==> config.mk <==
export PLATFORM = sky130hd
export DESIGN_NAME = nvn_sqrt_cell
export DESIGN_NICKNAME = d
export VERILOG_FILES = /design/src/hdl/nvn_pkg.sv /design/src/hdl/nvn_sqrt_cell.sv
export SDC_FILE = /design/constraint.sdc
export NUM_CORES = 1
export LEC_CHECK = 0
export BUFFER_PORTS_ARGS = -buffer_cell sky130_fd_sc_hd__clkbuf_2
export CAP_MARGIN = 20
export CORE_AREA = 4 4 101 103
export DETAILED_ROUTE_END_ITERATION = 12
export DIE_AREA = 0 0 105 107
export HOLD_SLACK_MARGIN = 0.05
export PLACE_DENSITY_LB_ADDON = 0.3
export SETUP_SLACK_MARGIN = 0.3
export SLEW_MARGIN = 20
export SYNTH_ARGS = -nofsm -noshare
export SYNTH_HDL_FRONTEND = slang
export SYNTH_SLANG_ARGS = --single-unit
==> constraint.sdc <==
create_clock -name clk -period 8.8 [get_ports clk]
set_input_delay 1.76 -clock clk [delete_from_list [all_inputs] [get_ports clk]]
set_output_delay 1.76 -clock clk [all_outputs]
set_load 0.01 [all_outputs]
==> src/hdl/nvn_pkg.sv <==
// shared widths and types for the vector normalizer
package nvn_pkg;

    localparam int COMP_W   = 24;
    localparam int SQ_W     = 48;
    localparam int ROOT_W   = 24;
    localparam int SREM_W   = 26;
    localparam int DREM_W   = 25;
    localparam int Q_W      = 17;
    localparam int OUT_W    = 18;
    localparam int SQ_STEPS = 24;
    localparam int DV_STEPS = 17;
    localparam logic [Q_W-1:0] ONE_Q16 = 17'd65536;

    localparam logic [2:0] ADDR_MIN_LENGTH = 3'd0;

    typedef struct packed {
        logic [2:0]             neg;
        logic [2:0][COMP_W-1:0] mag;
    } nvn_vec_t;

    typedef struct packed {
        logic [2:0]        neg;
        logic              flag;
        logic [ROOT_W-1:0] len;
    } nvn_div_side_t;

endpackage

==> src/hdl/nvn_sqrt_cell.sv <==
// one digit step of the pipelined square root
module nvn_sqrt_cell
    import nvn_pkg::*;
(
    input  logic              clk,
    input  logic              en,
    input  logic [SREM_W-1:0] rem_in,
    input  logic [ROOT_W-1:0] root_in,
    input  logic [SQ_W-1:0]   n_in,
    output logic [SREM_W-1:0] rem_reg,
    output logic [ROOT_W-1:0] root_reg,
    output logic [SQ_W-1:0]   n_reg
);

    logic [SREM_W+1:0] cur;
    logic [SREM_W+1:0] trial;
    logic [SREM_W-1:0] rem_next;
    logic [ROOT_W-1:0] root_next;

    always_comb
    begin
        cur   = {rem_in, n_in[SQ_W-1 -: 2]};
        trial = {root_in, 2'b01};
        if (cur >= trial)
        begin
            rem_next  = SREM_W'(cur - trial);
            root_next = {root_in[ROOT_W-2:0], 1'b1};
        end
        else
        begin
            rem_next  = cur[SREM_W-1:0];
            root_next = {root_in[ROOT_W-2:0], 1'b0};
        end
    end

    always_ff @(posedge clk)
    begin
        if (en)
        begin
            rem_reg  <= rem_next;
            root_reg <= root_next;
            n_reg    <= {n_in[SQ_W-3:0], 2'b00};
        end
    end

endmodule

==> results of run 1 <==
==> cells by family (layout without fill, tap and decap cells) <==
| family | count (synthesis) | in the layout | synth area share, % |
|---|---|---|---|
| AO/OA/AOI/OAI | 72 | 72 | 10.1 |
| XOR/XNOR | 23 | 23 | 4.26 |
| adder cells (fa/ha/maj) | 26 | 26 | 6.88 |
| buffers and inverters | 36 | 243 | 3.76 |
| flip-flops | 96 | 96 | 61.0 |
| multiplexers | 24 | 24 | 6.94 |
| other | 1 | 2 | 0.0794 |
| AND/OR/NAND/NOR | 67 | 67 | 6.96 |
==> routing by layer <==
layer | GRT usage, % | routed length [um] | up-vias
met5 | 0 | 0 | -
li1 | - | - | 1684
met4 | 4.87 | 144 | 0
met1 | 22.5 | 4430 | 1603
met2 | 34.2 | 5550 | 151
met3 | 4.27 | 747 | 10
==> final timing paths <==
kind | cells past startpoint | from | slack [ns] | end
worst max-delay path | 12 | root_in[0] | 4.64 | rem_reg[5]
worst min-delay path | 1 | n_in[0] | 1.57 | n_reg[2]
==> cell type report <==
type                    count  area, um2
repair buffers            197       1010
clock inverters             7       56.3
well taps                 111        139
multi-input cells         214       1670
clock buffers               9        124
flip-flops and latches     96       2880
fillers                   720       3200
inverters                  30        113
==> cells in the mapped netlist (3+ instances only) <==
cell type  instances
ha_1              26
a21oi_1           21
o21ai_0           15
nand2_1           21
o21a_1             3
nor2b_1            3
nor3_1             6
and3_1             3
a21o_1             6
mux2_2             6
xnor2_1           13
inv_1             30
a211oi_1           6
edfxtp_1          96
xor2_1            10
nor2_1            16
and2_1             3
nand2b_1           3
mux2_4            16
==> where the power goes <==
group	switching (W)	total [W]	internal [W]
clock network	0.000164	0.000271	0.000106
registers	0.0000123	0.000572	0.000560
logic	0.000131	0.000250	0.000118
total	0.000308	0.00109	0.000784
==> worst max-delay path: stages <==
cell	delay, ns
clkbuf_2	0.09
inv_1	0.04
ha_1	0.36
nand2b_1	0.10
a211o_1	0.29
a21oi_2	0.17
o211ai_2	0.11
a31oi_2	0.24
nor2_2	0.09
o21ai_4	0.43
buf_16	0.24
mux2_2	0.35
==> stage by stage <==
stage	power [W]	utilization, %	instance area (um2)	hold WS (ns)	instances
after global placement	0.000826	63.0	5790	1.94	647
after detailed placement	0.000832	63.0	5790	1.94	647
final	0.00109	65.2	6000	1.57	664
after CTS	0.00110	64.9	5970	1.56	663
after global routing	0.00115	65.2	6000	1.54	664
after floorplan	0.000732	-	4730	1.86	346
==> metrics.md, run 1 <==
| Metric | Value |
|---|---|
| Status | finished clean |
| Root buf cell | clkbuf_8 |
| Hold_buf cts | 0 |
| Layout cells sized above 1 | 43.8% |
| Commonest non-fill, non-tap cells in the layout | 194 x clkbuf_2, 96 x edfxtp_1, 30 x inv_1, 26 x ha_1 |
| Post-cts resize count | 0 |
| Syn. warnings | 0 |
| CTS Buf Count | 9 |
| Largest net degree at the start of global routing | 59 |
| Final Critical Period | 4.16 ns |
| Slew HR | 53.0% |
| Pre-CTS WS | just under 4 ns |
| Routed vias | about 3,400 |
| Synth Flop Type | edfxtp_1 |
| P per Cell Area | 182 nW/um2 |
| Sum of negative setup slack | 0 ns |
| DRC violations left | 0 |
| Post-CTS Setup Inserts | 0 |
| H-tree depth | 3 |
| CTS tree | yes |
| Leakage | 2.80 nW |
| Cells after synthesis | 345 |
| Die extent in y | 107 um |
| Yosys top cell area share | about three fifths |
| DR vias/cell | around 5.2 |
| Layout Area Growth over Synthesis | 26.9% |
| EDFF count, synth | 96 |
| Crit end category | flip-flop |
| Die area | between 10,000 and 15,000 um2 |
| Final Hold Fails | 0 |
| Initial drt markers | 139 |
| Hold Crit Class | input port to flip-flop |
| First-pass GRT wire length | 16.8 mm |
| Final worst setup slack | between 4 and 5 ns |
| Core area | 9200 um2 |
| Synth async-reset ratio | 0% |
| Max Slew Vio Count | 0 |
| WL/cell | between 15 and 20 um |
| Port Buf Inserts | 195 |
| Area leader, netlist | edfxtp_1 |
| GRT overflow | 0 |
| Antenna diodes | 0 |
| Antenna Nets Post-Route | 0 |
| Final setup vio count | 0 |
| VDD IR max | between 70 and 80 uV |
| Mapped Area | 4730 um2 |
| Antenna violations before repair | 0 |
| DRT Pass-1 Iters | 4 |
| Main area contributors after synthesis | edfxtp_1 61%, ha_1 6.9%, mux2_4 5.1%, xnor2_1 2.4%, inv_1 2.4% |
| Seq cells post-synth | 96 |
| Hpwl dp | 8.44 mm |
| Crit share post-route | 47.3% |
| Fmax | ~0.24 GHz |
| CTS sink cnt | 96 |
| Io pins | 198 |
| Worst-Margin Slew | between 0.7 and 0.8 ns |
| Initial Util | 51.4% |
| Sequential share of the synthesized area | between 60 and 70% |
| RSZ-0062 raised after global routing | false |
| Clk buf depth | 2 |
| Crit-path max FO | 18 |
| Post-Route WL | 10.9 mm |
| Syn_area_per_cell | 13.7 um2 |
| Die Width | around 110 um |
| Rows | 35 |
| GP Congestion | about 0.8 |
| CP required | between 8 and 9 ns |
| Library cells used by synthesis | 50 |
| Critical path startpoint category | input port |
| Largest register FFs | between 40 and 50 |
| Max-Cap Viols | 0 |
| Crit Path Class | input port to flip-flop |
| Critical Path AT | around 4.3 ns |
| Number of global-route vias before repair | 3,426 |
| Worst-path clk slew | roughly 0.10 ns |
| Most common cell after layout, fill and taps aside | clkbuf_2 |
| NumNets Final | roughly 670 |
| Total track usage | approximately a fifth |
No activity file was read; power rests on OpenSTA's default activity.
==> run 2: changes to the inputs <==
CORE_AREA = 4 4 109 111   (was 4 4 101 103)
DIE_AREA = 0 0 113 115   (was 0 0 105 107)
clock period = 3.49 ns   (was 8.8 ns; I/O delays follow)
==> run 2 against run 1 <==
  * Hold slack worse by 1.1 ns
  * Via count is 0.87% lower
  * Cell count is 4.4% higher
  * Sequential power grew to 2.5 times the previous value
  * Setup slack worse by 4.0 ns
  * Critical path type unchanged
  * Largest cell class unchanged
==> metrics.md, run 2 (same netlist as run 1, synthesis figures left out) <==
| Metric | Value |
|---|---|
| Status | finished clean |
| Die extent in y | 115 um |
| FF/Latch Area | 2880 um2 |
| Hold_buf cts | 0 |
| Worst Setup EP | rem_reg[3] |
| RSZ-0062 raised after global routing | false |
| Io pins | 198 |
| Initial drt markers | 156 |
| Die Width | 113 um |
| GRT overflow | 0 |
| Commonest non-fill, non-tap cells in the layout | 194 x clkbuf_2, 96 x edfxtp_1, 30 x inv_1, 26 x ha_1 |
| Total track usage | ~17% |
| Final Critical Period | 2.80 ns |
| Layout cells sized above 1 | 43.4% |
| Critical Path Source | root_in[6] |
| P per Cell Area | 462 nW/um2 |
| CP required | 3.62 ns |
| Critical path startpoint category | input port |
| Die area | 13,000 um2 |
| Number of global-route vias before repair | 3,431 |
| Layout Area Growth over Synthesis | 27.9% |
| Routed vias | 3,418 |
| Post-cts resize count | 0 |
| Largest net degree at the start of global routing | 97 |
| WL/cell | 15.8 um |
| Crit share post-route | between 80 and 90% |
| CTS tree | yes |
| Antenna Nets Post-Route | 0 |
| Final Hold Fails | 0 |
| Port Buf Inserts | ~200 |
| Rows | 38 |
| Most common cell after layout, fill and taps aside | clkbuf_2 |
| Antenna diodes | 0 |
| Crit end category | flip-flop |
| CTS sink cnt | 96 |
| Fill cell count | 928 |
| Worst-path clk slew | 0.09 ns |
| Clk buf depth | 2 |
| CTS Buf Count | 9 |
| Post-Route WL | 11.0 mm |
| First-pass GRT wire length | roughly 17 mm |
| Max-Cap Viols | 0 |
| VDD IR max | 204 uV |
| NumNets Final | between 600 and 700 |
| Hold WS | 0.496 ns |
| Post-CTS Setup Inserts | 0 |
| DRC violations left | 0 |
| H-tree depth | 3 |
| Hold Crit Class | input port to flip-flop |
| Final setup vio count | 0 |
| Fin cells | slightly below 700 |
| Slew HR | 43.2% |
| Crit-path max FO | 18 |
| Largest register FFs | 46 |
| Hpwl dp | 8.75 mm |
| Multi-input gate area | 1670 um2 |
| Root buf cell | clkbuf_8 |
| GP Congestion | 0.809 |
| DR vias/cell | roughly 5 |
| Dpl cells | 677 |
| Core area | between 10,000 and 15,000 um2 |
| Total power | 0.00279 W |
| Worst-Margin Slew | 0.852 ns |
| Leakage | 2.80 nW |
| Sum of negative setup slack | 0 ns |
| Max Slew Vio Count | 0 |
| Antenna violations before repair | 0 |
| Fmax | 0.357 GHz |
| DRT Pass-1 Iters | 4 |
| Crit Path Class | input port to flip-flop |
| Critical Path AT | 2.93 ns |
| Initial Util | 43.8% |
-- run 2: cell types whose count changed in the layout (fill, tap and decap cells not counted), sizes merged --
cell,change
clkinv,-2
clkbuf,+1
bufinv,+1
-- run 2: final cells by class --
type,count,area share [%]
Multi-Input combinational cell,214,27.6
Clock inverter,6,1.10
Sequential cell,96,47.7
Clock buffer,10,2.11
Inverter,30,1.86
Timing Repair Buffer,197,16.7
Tap cell,140,2.90
-- run 2: worst min path at each step --
stage                         from         to  slack, ns  cells after the start
after floorplan            n_in[8]  n_reg[10]       0.80                      0
after CTS                 n_in[26]  n_reg[28]       0.47                      1
after global routing      n_in[13]  n_reg[15]       0.46                      1
after detailed placement  n_in[26]  n_reg[28]       0.88                      1
final                      n_in[2]   n_reg[4]       0.50                      1
after global placement    n_in[12]  n_reg[14]       0.88                      1
-- run 2: routing by layer --
layer,vias to the layer above,share of wire [%],GRT usage [%]
met4,0,0.93,4.65
met3,9,9.6,5.53
met1,1584,40,20.6
met2,143,49,28.8
li1,1682,-,-
met5,-,0,0
-- run 2: stage by stage --
step | area (um2) | setup WS [ns] | util, %
global route | 6040 | 0.538 | 56.0
CTS | 6040 | 0.662 | 56.0
finish | 6040 | 0.687 | 56.0
detailed placement | 5850 | 0.260 | 54.2
global placement | 5850 | 0.335 | 54.2
floorplan | 4730 | 0.535 | -
-- run 2: power by group --
part	total (W)	switching, W	internal, W
Sequential	0.00144	0.0000316	0.00141
Combinational	0.000625	0.000327	0.000297
Clock	0.000727	0.000393	0.000334
-- run 2: worst max-delay path: stages --
cell      delay [ns]
clkbuf_2        0.09
inv_1           0.04
ha_1            0.37
and4_1          0.28
o21ai_1         0.11
a21oi_2         0.15
o211ai_2        0.12
a31oi_2         0.23
nor2_2          0.09
o21ai_4         0.19
buf_12          0.20
mux2_2          0.35
==> run 3: changes to the inputs <==
CORE_AREA = 4 4 105 107   (was 4 4 109 111)
DIE_AREA = 0 0 109 111   (was 0 0 113 115)
clock period = 2.95 ns   (was 3.49 ns; I/O delays follow)
==> run 3 against run 2 <==
  * Critical path depth did not move
  * Setup slack got worse by 0.30 ns
  * Global-route usage rose by 1.0 points
  * Combinational power rose by 31%
  * Cell count rose by 2.2%
  * Non-clock buffer count rose by 19
  * First-iteration DRC count fell by 4.5%
  * Via count rose by 2.6%
  * Hold slack got worse by 0.10 ns
  * Count of clock-buffer cells in the layout did not move
  * Largest cell class unchanged
==> metrics.md, run 3 (same netlist as run 1, synthesis figures left out) <==
| Metric | Value |
|---|---|
| Status | finished clean |
| Met1 GRT Util | 19.6% |
| Hold Crit Class | input port to flip-flop |
| Port Buf Inserts | 195 |
| DRT Pass-1 Iters | 6 |
| Die Width | 109 um |
| Io pins | 198 |
| Final setup vio count | 0 |
| Final Critical Period | 2.56 ns |
| CTS sink cnt | 96 |
| Crit path max-delay family | compound AO/OA/AOI/OAI gates |
| Met3 Use GR | 5.88% |
| Routed vias | 3,506 |
| Antenna diodes | 0 |
| Largest register FFs | 46 |
| Layout Area Growth over Synthesis | 34.4% |
| Placed cell area | 6110 um2 |
| Fill cell count | about 790 |
| P per Cell Area | 545 nW/um2 |
| CTS Buf Count | 9 |
| CP required | 3.07 ns |
| Post-Route WL | approximately 11 mm |
| GRT overflow | 0 |
| Met2 Use GR | 32.5% |
| Most common cell after layout, fill and taps aside | clkbuf_2 |
| Worst-path clk slew | 0.09 ns |
| Total track usage | between 10% and 20% |
| GP Congestion | 0.865 |
| Critical Path AT | 2.68 ns |
| Clk buf depth | 2 |
| RSZ-0062 raised after global routing | true |
| Layout cells sized above 1 | between 40% and 50% |
| H-tree depth | 3 |
| Initial Util | 46.6% |
| Final Cell Area | 6350 um2 |
| Max Slew Vio Count | 0 |
| CP max-delay cell | mux2_2 |
| CTS tree | yes |
| DRC violations left | 0 |
| Initial drt markers | 149 |
| Final Hold Fails | 0 |
| Critical-path cell list | clkbuf_2 -> inv_8 -> ha_4 -> nand2b_4 -> a211o_1 -> a21oi_2 -> o211ai_2 -> a31oi_4 -> nor2_2 -> o21ai_4 -> buf_12 -> mux2_2 |
| Crit path buf inv count | 3 |
| First-pass GRT wire length | 16.9 mm |
| GR peak layer | met2 |
| Largest net degree at the start of global routing | 65 |
| Max-Cap Viols | 0 |
| Number of global-route vias before repair | 3,537 |
| Hold WS | around 0.39 ns |
| Crit end category | flip-flop |
| Antenna Nets Post-Route | 0 |
| NumNets Final | 693 |
| Rows | 37 |
| Leakage | 2.91 nW |
| Fmax | 0.391 GHz |
| Hpwl dp | 8.82 mm |
| Die area | 12,100 um2 |
| Antenna violations before repair | 0 |
| WL/cell | roughly 16 um |
| Critical path startpoint category | input port |
| Crit-path max FO | 14 |
| Crit Path Class | input port to flip-flop |
| DR vias/cell | 4.95 |
| Root buf cell | clkbuf_8 |
| Hold_buf cts | 0 |
| VDD IR max | 268 uV |
| Die extent in y | 111 um |
| Commonest non-fill, non-tap cells in the layout | 194 x clkbuf_2, 96 x edfxtp_1, 27 x inv_1, 21 x a21oi_1, 20 x nand2_1 |
| Slowest stage delay, CP | around 0.35 ns |
| Crit share post-route | 86.8% |
| Core area | roughly 10,000 um2 |
## run 3: cell types whose count changed in the layout (fill, tap and decap cells not counted), sizes merged
cell	change
buf	+19
bufinv	+1
clkinvlp	-1
## run 3: worst paths after layout
path,from,endpoint,slack (ns),cells after the start
hold / removal,n_in[40],n_reg[42],0.39,1
setup / recovery,root_in[0],rem_reg[5],0.39,12
## run 3: metal layers
layer,vias up,routed length [um]
li1,1723,-
met1,1638,4230
met2,134,5690
met3,11,977
met4,0,117
met5,-,0
## run 3: where the power goes
| group | switching (W) | internal [W] | total [W] |
|---|---|---|---|
| sequential | 0.0000355 | 0.00167 | 0.00170 |
| clock | 0.000455 | 0.000482 | 0.000937 |
| combinational | 0.000412 | 0.000405 | 0.000817 |
## run 3: area by class of cell
type                            instances  area, um2  area share (%)
Clock inverter                          6       90.1            1.42
Inverter                               30        120            1.89
Multi-Input combinational cell        214       1790            28.1
Sequential cell                        96       2880            45.4
Tap cell                              136        170            2.68
Timing Repair Buffer                  216       1170            18.5
Clock buffer                           10        128            2.01
## run 3: repair_timing
action                                 CTS  global route
setup endpoints to repair                0            22
endpoints found under the hold margin    0             0
gates resized for setup                  0             4
buffers inserted                         0             1
## run 3: through the flow
step	TNS [ns]	total power [W]	instances	util (%)	setup slack, ns
4_1_cts	0	0.00349	707	62.4	0.376
5_1_grt	0	0.00365	708	62.6	0.285
2_1_floorplan	0	0.00220	346	-	0.219
3_3_place_gp	0	0.00253	691	60.2	0.0501
3_5_place_dp	-0.0436	0.00255	691	60.2	-0.0138
6_report	0	0.00346	708	62.6	0.389
