<file path="src/hdl/nvn_pkg.sv">
// shared widths and types for the vector normalizer
package nvn_pkg;

    localparam int COMP_W   = 24;
    localparam int SQ_W     = 48;
    localparam int ROOT_W   = 24;
    localparam int SREM_W   = 26;
    localparam int DREM_W   = 25;
    localparam int Q_W      = 17;
    localparam int OUT_W    = 18;
    localparam int SQ_STEPS = 24;
    localparam int DV_STEPS = 17;
    localparam logic [Q_W-1:0] ONE_Q16 = 17'd65536;

    localparam logic [2:0] ADDR_MIN_LENGTH = 3'd0;

    typedef struct packed {
        logic [2:0]             neg;
        logic [2:0][COMP_W-1:0] mag;
    } nvn_vec_t;

    typedef struct packed {
        logic [2:0]        neg;
        logic              flag;
        logic [ROOT_W-1:0] len;
    } nvn_div_side_t;

endpackage

</file>
<file path="src/hdl/nvn_div_cell.sv">
// one quotient bit of the pipelined restoring divider
module nvn_div_cell
    import nvn_pkg::*;
(
    input  logic              clk,
    input  logic              en,
    input  logic [DREM_W-1:0] rem_in,
    input  logic [Q_W-1:0]    q_in,
    input  logic              nbit,
    input  logic [ROOT_W-1:0] len,
    output logic [DREM_W-1:0] rem_reg,
    output logic [Q_W-1:0]    q_reg
);

    logic [DREM_W:0]   cur;
    logic [DREM_W-1:0] rem_next;
    logic [Q_W-1:0]    q_next;

    always_comb
    begin
        cur = {rem_in, nbit};
        if (cur >= (DREM_W+1)'(len))
        begin
            rem_next = DREM_W'(cur - (DREM_W+1)'(len));
            q_next   = {q_in[Q_W-2:0], 1'b1};
        end
        else
        begin
            rem_next = cur[DREM_W-1:0];
            q_next   = {q_in[Q_W-2:0], 1'b0};
        end
    end

    always_ff @(posedge clk)
    begin
        if (en)
        begin
            rem_reg <= rem_next;
            q_reg   <= q_next;
        end
    end

endmodule

</file>
<file path="config.mk">
export PLATFORM = sky130hd
export DESIGN_NAME = nvn_div_cell
export DESIGN_NICKNAME = d
export VERILOG_FILES = /design/src/hdl/nvn_pkg.sv /design/src/hdl/nvn_div_cell.sv
export SDC_FILE = /design/constraint.sdc
export NUM_CORES = 1
export LEC_CHECK = 0
export ABC_AREA = 1
export BUFFER_PORTS_ARGS = -buffer_cell sky130_fd_sc_hd__buf_2
export CAP_MARGIN = 20
export CORE_MARGIN = 2
export CORE_UTILIZATION = 27
export DETAILED_ROUTE_END_ITERATION = 16
export HOLD_SLACK_MARGIN = 0.02
export PLACE_DENSITY = 0.56
export SLEW_MARGIN = 10
export SYNTH_ARGS = -nofsm -noshare
export SYNTH_HDL_FRONTEND = slang
export SYNTH_SLANG_ARGS = --single-unit
</file>
<file path="constraint.sdc">
create_clock -name clk -period 4.82 [get_ports clk]
set_input_delay 0.241 -clock clk [delete_from_list [all_inputs] [get_ports clk]]
set_output_delay 0.241 -clock clk [all_outputs]
set_load 0.05 [all_outputs]
</file>
==> impl_results.md, run 1 <==
- Kind of critical path: in2reg
- Top post-synthesis cells by area: edfxtp_1, nand2_1, inv_1, ha_1, nand3_1
- Core box area: 0.0132 mm2
- GRT Overall Usage: 14.0%
- Synth Warn #: 0
- CTS Buf Count: 5
- Sequential power share: around 35%
- Synth Net Count: 637
- Die Ht: about 120 um
- Async set-reset flop share out of synthesis: 0%
- Synth top area share: a little over a third
- I/O pin total: 111
- Postcts setup bufs: 0
- # H-tree levels: 2
- Nets: 747
- Crit-path most repeated cell: nand2_1
- Max Cap Violations: 0
- Die W: 120 um
- Top FF cell, synth: edfxtp_1
- Post-Route Setup TNS: 0 ns
- Drt pass-1 iters: 4
- Post-CTS resize count: 0
- Worst hold start: q_in[0]
- Largest net degree at the start of global routing: between 40 and 50
- Max IR drop VDD: roughly 130 uV
- Worst setup EP type: register
- Worst-path clk slew: 0.06 ns
- Design Area, Final: 0.00452 mm2
- DRT Wirelength: between 9000 and 10000 um
- Power share of the clock group: roughly 28%
- Final Hold Viols: 0
- Final min period: about 2.5 ns
- Port bufs: approximately 110
- Final Slew Violations: 0
- First-pass GRT wire length: 16200 um
- CP Launch Type: input pin
- Vias: about 3400
- Post-synth EDFFs: 42
- Seq cells post-synth: 42
- Netlist cell types: 26
- Hold path cells: 1
- Worst path cell trace: buf_2 > ha_1 > nand2_1 > inv_2 > nand2_1 > nand2_1 > a21oi_2 > nor2_1 > nor2_4 > nand2_4 > nand2_1 > nand2_1
- Routed len/inst: between 10 and 15 um
- Data arrival, critical path: 2.54 ns
- Antenna cell count: 0
- Initial Util: 27.6%
- Non-Filler Instances: 830
- Max Freq: 399 MHz
- Worst slew pin tran: approximately 0.97 ns
- Grt total ovfl: 0
- Mapped Cells: 543
- Initial antenna violation count: 0
- Antenna-violating nets left: 0
- Fill count: 1477
- Switching pwr: 0.518 mW
- Max reg flops: 25
- Clock tree buffer depth: 2
- Critical Path Max Stage Delay: 0.60 ns
- Placed cells: around 800
- Post-Synthesis Cell Area: 0.00364 mm2
- Worst min path class: in2reg
- HPWL Detailed: 7900 um
- Logic pwr share: 37.4%
- Drt first-iter violations: 155
- Period utilisation layout: 51.9%
- Vias/cell: approximately 4.1
- Sequential share of the synthesized area: 34.7%
- Power per Cell Area: 302 mW/mm2
- Unrepaired setup endpoints after global routing: no
- Yosys top cell by area: edfxtp_1
- Internal Pwr Total: 0.849 mW
- Share of cells above drive strength 1: 20.2%
- Placed inst area: 0.00436 mm2
- Leak Pwr: 2.59 nW
- Avg Inst Size Synth: between 6 and 7 um2
- TritonCTS clock tree: yes
- DRC viols: 0
- Root Driver: clkbuf_16
- Die ar.: ~0.014 mm2
- End of the worst hold path: q_reg[1]$_DFFE_PP_
- Slowest stage cell, crit path: nor2_4
- Clock Sinks: 42
- Critical path fanouts, max: 26
- Sw frac: 37.9%
- Max-slew headroom: 35.3%
- Routability cong.: around 0.89
- Outcome: completed
- Vias in the first global route: 3443
- Row count: 42
- Final setup viols: 0
- Area grow syn2layout: 24.3%
- Top-count cell post-synth: nand2_1
- # hold bufs at CTS: 0
- Commonest cells in the synthesized netlist: nand2_1, inv_1, nand3_1
- Worst Path Required: approximately 4.9 ns
==> worst max-delay path by stage <==
stage,from,end
floorplan,len[12],rem_reg[21]$_DFFE_PP_
global placement,rem_in[12],rem_reg[21]$_DFFE_PP_
detailed placement,rem_in[16],rem_reg[21]$_DFFE_PP_
CTS,rem_in[16],rem_reg[21]$_DFFE_PP_
global route,rem_in[12],rem_reg[17]$_DFFE_PP_
finish,rem_in[15],rem_reg[17]$_DFFE_PP_
==> layout make-up <==
cell class	count	area [um2]	area share [%]
well taps	176	220	4.87
multi-input cells	379	1890	41.9
flip-flops and latches	42	1260	27.9
inverters	116	435	9.63
clock inverters	2	37.5	0.830
clock buffers	6	129	2.85
repair buffers	109	546	12.1
==> through the flow <==
step	utilization [%]	hold slack [ns]	total power [mW]	setup WS, ns
after floorplan	-	0.340	0.863	2.98
after global placement	33.0	0.418	0.991	2.00
after detailed placement	33.0	0.420	0.993	1.99
after CTS	34.3	0.115	1.38	2.29
after global routing	34.3	0.119	1.45	2.02
final	34.3	0.124	1.37	2.32
==> worst max-delay path: cells and delay by family <==
| family | cells | cell delay (ns) |
|---|---|---|
| simple gates | 8 | 1.59 |
| fa+ha+maj | 1 | 0.36 |
| buf+inv | 2 | 0.15 |
| compound gates | 1 | 0.18 |
==> metal layers <==
metal | wire length, um | up-vias | part of all wire [%] | track usage (%)
met1 | 4720 | 1472 | 48 | 18.4
met3 | 487 | 9 | 5.0 | 2.19
li1 | - | 1885 | - | -
met5 | 0 | - | 0 | 0
met4 | 170 | 0 | 1.7 | 3.97
met2 | 4390 | 76 | 45 | 23.8
==> placed cells by master, fill, tap and decap left out, types with 2 or more instances in the layout <==
cell type	synthesis	final
nand2_1	230	230
inv_1	113	113
or2_2	2	2
edfxtp_1	42	42
buf_2	2	109
nor2_2	3	3
ha_1	24	24
xor2_1	12	12
nand3_2	2	2
a21oi_1	9	9
and2_1	4	4
nand3_1	46	46
nand4_1	8	8
clkbuf_16	0	5
nor2_4	2	2
inv_2	3	3
nor2_1	29	29
==> power by group through the flow <==
stage	logic (mW)	registers [mW]	clock network, mW
detailed placement	0.514	0.479	0
CTS	0.516	0.472	0.397
finish	0.511	0.471	0.384
floorplan	0.221	0.642	0
global placement	0.512	0.479	0
global route	0.570	0.475	0.404
==> cells by family (layout without fill, tap and decap cells) <==
group	Yosys count	after routing	synth area share, %
AO/OA/AOI/OAI	10	10	1.48
XOR/XNOR	12	12	2.89
adder cells (fa/ha/maj)	25	25	8.81
buffers and inverters	122	233	13.3
AND/OR/NAND/NOR	332	332	38.9
flip-flops	42	42	34.7
Note: power is estimated with default switching activity, not from simulation.
==> run 2, diff against run 1 <==
- PLACE_DENSITY: 0.56 -> 0.58
- clock period: 4.82 -> 2.1 ns (I/O delays scaled with it)
==> run 2 against run 1 <==
  * Clock power rose by 91%
  * Critical path type unchanged
  * Largest cell class unchanged
  * Highest routed layer unchanged
  * Critical path depth rose by 3
  * Design area rose by 4.8%
==> impl_results.md, run 2 (same netlist as run 1, synthesis figures left out) <==
- Outcome: completed
- Grt total ovfl: 0 (unchanged)
- Largest net degree at the start of global routing: 27 (-37%)
- TritonCTS clock tree: yes
- Vias/cell: 4.09 (-1.5%)
- Unrepaired setup endpoints after global routing: no
- Core box area: 0.0132 mm2 (unchanged)
- Period utilisation layout: between 80% and 90%
- Worst Setup EP: rem_reg[24]$_DFFE_PP_
- HPWL Detailed: 8280 um (+4.8%)
- Initial Util: 27.6% (unchanged)
- Worst-path clk slew: 0.06 ns (about the same)
- Placed cells: 834 (+1.5%)
- Max reg flops: 25 (unchanged)
- Worst min path class: in2reg
- Drt pass-1 iters: 5 (+1)
- Clock tree buffer depth: 2 (unchanged)
- Final worst slack: 0.344 ns (-1.97 ns)
- Postcts setup bufs: 0 (unchanged)
- Fill count: 1462 (-1.0%)
- CTS Buf Count: 5 (unchanged)
- Final Power: 3.03 mW (+120%)
- Max Cap Violations: 0 (unchanged)
- Setup slack at placement: 0.0283 ns (-1.96 ns)
- Multi-input logic area: 0.00189 mm2 (unchanged)
- Kind of critical path: in2reg
- Most frequent cells in the layout: nand2_1, inv_1, buf_2, nand3_1, edfxtp_1
- Final Util: 35.9% (+1.7 points)
- Antenna-violating nets left: 0 (unchanged)
- Area grow syn2layout: 30.3%
- Root Driver: clkbuf_16
- Power per Cell Area: 640 mW/mm2 (+110%)
- Worst Path Required: 2.14 ns (-2.72 ns)
- Antenna cell count: 0 (unchanged)
- Leak Pwr: 2.70 nW (+4.5%)
- # H-tree levels: 2 (unchanged)
- Critical Path Start: nbit
- Worst hold start: rem_in[6]
- Worst setup EP type: register
- I/O pin total: 111 (unchanged)
- Final setup viols: 0 (unchanged)
- Max Freq: 569 MHz
- Nets: 775 (+3.7%)
- Clock Sinks: 42 (unchanged)
- Die ar.: 0.0144 mm2 (unchanged)
- Post-CTS resize count: 0 (unchanged)
- Routed len/inst: 11.6 um (-1.1%)
- DRT Wirelength: 9980 um (+2.2%)
- # hold bufs at CTS: 16 (+16)
- Row count: 42 (unchanged)
- DRC viols: 0 (unchanged)
- Max IR drop VDD: 291 uV (+120%)
- GRT Overall Usage: 14.0% (-0.024 points)
- CP Launch Type: input pin
- Die W: 120 um (unchanged)
- Placed inst area: 0.00445 mm2 (+2.1%)
- Data arrival, critical path: 1.80 ns (-0.74 ns)
- Worst slew pin tran: 0.307 ns (-0.664 ns)
- First-pass GRT wire length: 16000 um (-1.1%)
- Routability cong.: 0.901 (+1.7%)
- Design Area, Final: 0.00474 mm2 (+4.8%)
- Die Ht: 120 um (unchanged)
- Final Hold Viols: 0 (unchanged)
- Initial antenna violation count: 0 (unchanged)
- Critical path fanouts, max: 4 (-85%)
- Drt first-iter violations: 150 (-3.2%)
- Vias: 3502 (+1.7%)
- Hold slack: 0.140 ns (+0.0152 ns)
- Final min period: 1.76 ns
- Vias in the first global route: 3409 (-0.99%)
- Commonest non-fill, non-tap cell in the layout: nand2_1
- Port bufs: 109 (unchanged)
- Max-slew headroom: 79.5% (+44 points)
- Final Slew Violations: 0 (unchanged)
- Non-Filler Instances: 857 (+3.3%)
- Reg area: 0.00126 mm2 (unchanged)
- Share of cells above drive strength 1: 21.1% (+0.96 points)
- Post-Route Setup TNS: 0 ns (unchanged)
## run 2: cell count changes in the layout (fill, tap and decap cells not counted)
cell | before | now
bufinv_16 | 1 | 0
clkinvlp_4 | 1 | 0
clkbuf_1 | 1 | 0
dlygate4sd3_1 | 0 | 16
buf_4 | 0 | 12
clkinv_2 | 0 | 2
## run 2: how the worst min path moves through the flow
stage | end | cells past startpoint | slack, ns
2_1_floorplan | q_reg[10]$_DFFE_PP_ | 0 | 0.20
3_3_place_gp | q_reg[14]$_DFFE_PP_ | 1 | 0.28
3_5_place_dp | q_reg[4]$_DFFE_PP_ | 1 | 0.28
4_1_cts | rem_reg[14]$_DFFE_PP_ | 3 | 0.13
5_1_grt | rem_reg[3]$_DFFE_PP_ | 3 | 0.15
6_report | rem_reg[7]$_DFFE_PP_ | 3 | 0.14
## run 2: metal layers
layer | wire, um | track usage, % | vias to the layer above
li1 | - | - | 1936
met1 | 4850 | 18.2 | 1483
met2 | 4550 | 23.8 | 74
met3 | 448 | 2.42 | 9
met4 | 138 | 3.97 | 0
met5 | 0 | 0 | -
## run 2: area by class of cell
cell class	instances	area share, %
Sequential cell	42	26.6
Timing Repair Buffer	137	16.8
Multi-Input combinational cell	379	39.9
Clock inverter	2	0.211
Clock buffer	5	2.64
Inverter	116	9.18
Tap cell	176	4.65
## run 2: worst max-delay path, cell delays in order
cell	delay, ns
buf_2	0.11
inv_1	0.05
ha_1	0.13
inv_1	0.08
fa_1	0.44
nand2_1	0.08
nand2_1	0.09
nand3_1	0.09
nand2_1	0.13
nand2_1	0.12
nand3_1	0.08
nand2_1	0.07
nand2_1	0.09
nand2_1	0.08
inv_1	0.04
## run 2: report_power, final
group	internal [mW]	switching [mW]	leakage, nW
clock network	0.429	0.306	0.0694
registers	1.06	0.0212	0.410
logic	0.363	0.856	2.22
total	1.85	1.18	2.70
==> run 3, diff against run 2 <==
- clock period: 2.1 -> 1.6 ns (I/O delays scaled with it)
==> run 3 against run 2 <==
  * Total power rose by 50%
  * Critical endpoint is now rem_reg[18]$_DFFE_PP_
  * Flip-flop and latch count stayed put
  * Via count grew 14%
  * Worst hold slack worse by 0.0040 ns
  * Combinational power grew 77%
  * Largest power group unchanged
  * Largest cell class unchanged
  * First-iteration DRC count grew 43%
  * Critical path depth down 1
  * Sequential power increased by 31%
  * Design area is 30% higher
  * Worst setup slack got worse by 0.31 ns
==> impl_results.md, run 3 (same netlist as run 1, synthesis figures left out) <==
- Outcome: completed
- GRT Overall Usage: 15.1% (+1.1 points)
- Final min period: 1.56 ns
- Final Slew Violations: 0 (unchanged)
- Post-Route Setup TNS: 0 ns (unchanged)
- Vias: 3989 (+14%)
- Core box area: 0.0132 mm2 (unchanged)
- Nets: 860 (+11%)
- # H-tree levels: 2 (unchanged)
- Multi-input logic area: 0.00252 mm2 (+33%)
- Most frequent cells in the layout: nand2_1, buf_2, inv_1, buf_4, edfxtp_1
- Period utilisation layout: a little over nine tenths
- Grt total ovfl: 0 (unchanged)
- Non-Filler Instances: 942 (+9.9%)
- Stages on the worst setup path: 14 (-1)
- Kind of critical path: in2reg
- Highest Signal Layer: met4
- Sequential power share: 31.1% (-4.5 points)
- HPWL Detailed: 8660 um (+4.6%)
- Met2 routed WL: 5720 um (+26%)
- DRC viols: 0 (unchanged)
- Worst slew pin tran: 0.261 ns (-0.0464 ns)
- Root Driver: clkbuf_16
- Clock tree buffer depth: 2 (unchanged)
- Worst Path Required: 1.65 ns (-0.49 ns)
- Max Freq: 640 MHz
- Data arrival, critical path: 1.61 ns (-0.19 ns)
- Max IR drop VDD: 357 uV (+22%)
- Reg area: 0.00126 mm2 (unchanged)
- Antenna cell count: 0 (unchanged)
- Routed len/inst: 13.2 um (+13%)
- Placed cells: 902 (+8.2%)
- M1 WL: 5820 um (+20%)
- Drt pass-1 iters: 4 (-1)
- End of the worst hold path: rem_reg[7]$_DFFE_PP_
- Final Power: 4.56 mW (+50%)
- TritonCTS clock tree: yes
- First-pass GRT wire length: 17200 um (+7.4%)
- Routability cong.: 0.920 (+2.2%)
- Die ar.: 0.0144 mm2 (unchanged)
- Antenna-violating nets left: 0 (unchanged)
- Leak Pwr: 3.23 nW (+19%)
- CTS Buf Count: 5 (unchanged)
- Port bufs: 109 (unchanged)
- DRT Wirelength: 12400 um (+24%)
- Largest net degree at the start of global routing: 43 (+59%)
- Vias in the first global route: 3634 (+6.6%)
- Final Hold Viols: 0 (unchanged)
- Switching pwr: 1.78 mW (+50%)
- Worst hold start: rem_in[6]
- Slowest stage cell, crit path: ha_4
- Hold path cells: 3 (unchanged)
- Logic pwr share: 47.3% (+7.1 points)
- Critical Path Max Stage Delay: 0.21 ns (-0.23 ns)
- Crit-path most repeated cell: nand2_1
- Drt first-iter violations: 215 (+43%)
- Share of cells above drive strength 1: 41.9% (+21 points)
- Fill count: 1341 (-8.3%)
- Area grow syn2layout: 69.0%
- Initial antenna violation count: 0 (unchanged)
- Critical path fanouts, max: 6 (+2)
- CP Launch Type: input pin
- Worst-path clk slew: 0.06 ns (about the same)
- Worst min path class: in2reg
- Buffers and inverters on the worst path: 4 (unchanged)
- Power share of the clock group: 21.6% (-2.6 points)
- Final setup viols: 0 (unchanged)
- Crit-path leading delay family: simple AND/OR/NAND/NOR gates
- Commonest non-fill, non-tap cell in the layout: nand2_1
- Die W: 120 um (unchanged)
- Sw frac: 38.9% (-0.086 points)
- Max Cap Violations: 0 (unchanged)
- Row count: 42 (unchanged)
- Vias/cell: 4.23 (+3.6%)
- Final worst slack: 0.0369 ns (-0.307 ns)
- Worst setup EP type: register
- Worst path cell trace: buf_2 > inv_1 > ha_4 > nand2_1 > nand2_1 > inv_1 > nand2_2 > a21oi_2 > nor2_2 > nor2_4 > buf_12 > nand2_8 > nand2_1 > nand2_1
- Unrepaired setup endpoints after global routing: yes
- Initial Util: 27.6% (unchanged)
- Max-slew headroom: 82.7% (+3.2 points)
- Power per Cell Area: 742 mW/mm2 (+16%)
- Die Ht: 120 um (unchanged)
- I/O pin total: 111 (unchanged)
- Placed inst area: 0.00517 mm2 (+16%)
- Internal Pwr Total: 2.79 mW (+51%)
- Max reg flops: 25 (unchanged)
- Design Area, Final: 0.00615 mm2 (+30%)
- Clock Sinks: 42 (unchanged)
- Setup slack at placement: -0.386 ns (-0.414 ns)
- DR WL met3: 613 um (+37%)
## run 3: routing by layer
layer,global-route usage (%),vias to the layer above
li1,-,2116
met1,20.3,1753
met2,25.1,107
met3,2.09,13
met4,4.49,0
met5,0,-
## run 3: worst max path at each step
stage | end | slack, ns | from
6_report | rem_reg[18]$_DFFE_PP_ | 0.04 | len[13]
5_1_grt | rem_reg[20]$_DFFE_PP_ | -0.04 | len[7]
4_1_cts | rem_reg[16]$_DFFE_PP_ | 0.009 | nbit
3_5_place_dp | rem_reg[11]$_DFFE_PP_ | -0.39 | len[11]
3_3_place_gp | rem_reg[14]$_DFFE_PP_ | -0.37 | len[11]
2_1_floorplan | rem_reg[21]$_DFFE_PP_ | 0.001 | len[22]
## run 3: cell type report
cell class,instances,share of cell area (%)
Timing Repair Buffer,219,25.6
Clock inverter,2,0.163
Inverter,116,7.12
Tap cell,176,3.58
Sequential cell,42,20.5
Multi-Input combinational cell,382,41.0
Clock buffer,5,2.04
## run 3: power groups by stage
stage	registers [mW]	logic [mW]	clock network [mW]
6_report	1.42	2.16	0.985
2_1_floorplan	1.93	0.715	0
4_1_cts	1.42	1.92	1.03
3_3_place_gp	1.44	1.86	0
3_5_place_dp	1.44	1.88	0
5_1_grt	1.43	2.33	1.06
## run 3: through the flow
step                      hold slack, ns  utilization (%)
after floorplan                    0.179                -
final                              0.136             46.6
after CTS                          0.104             41.6
after detailed placement           0.258             39.2
after global placement             0.256             39.2
after global routing               0.150             46.6
## run 3: repair_timing
item	4_1_cts	5_1_grt
hold buffers	16	0
endpoints found under the hold margin	16	0
resized for setup	1	101
pin swaps	1	32
setup endpoints to repair	25	25
setup buffers	2	9
gates cloned	0	7
## run 3: worst min-delay path, cell delays in order
cell and delay, ns:
buf_2 0.11, nand3_1 0.07, nand2_1 0.06
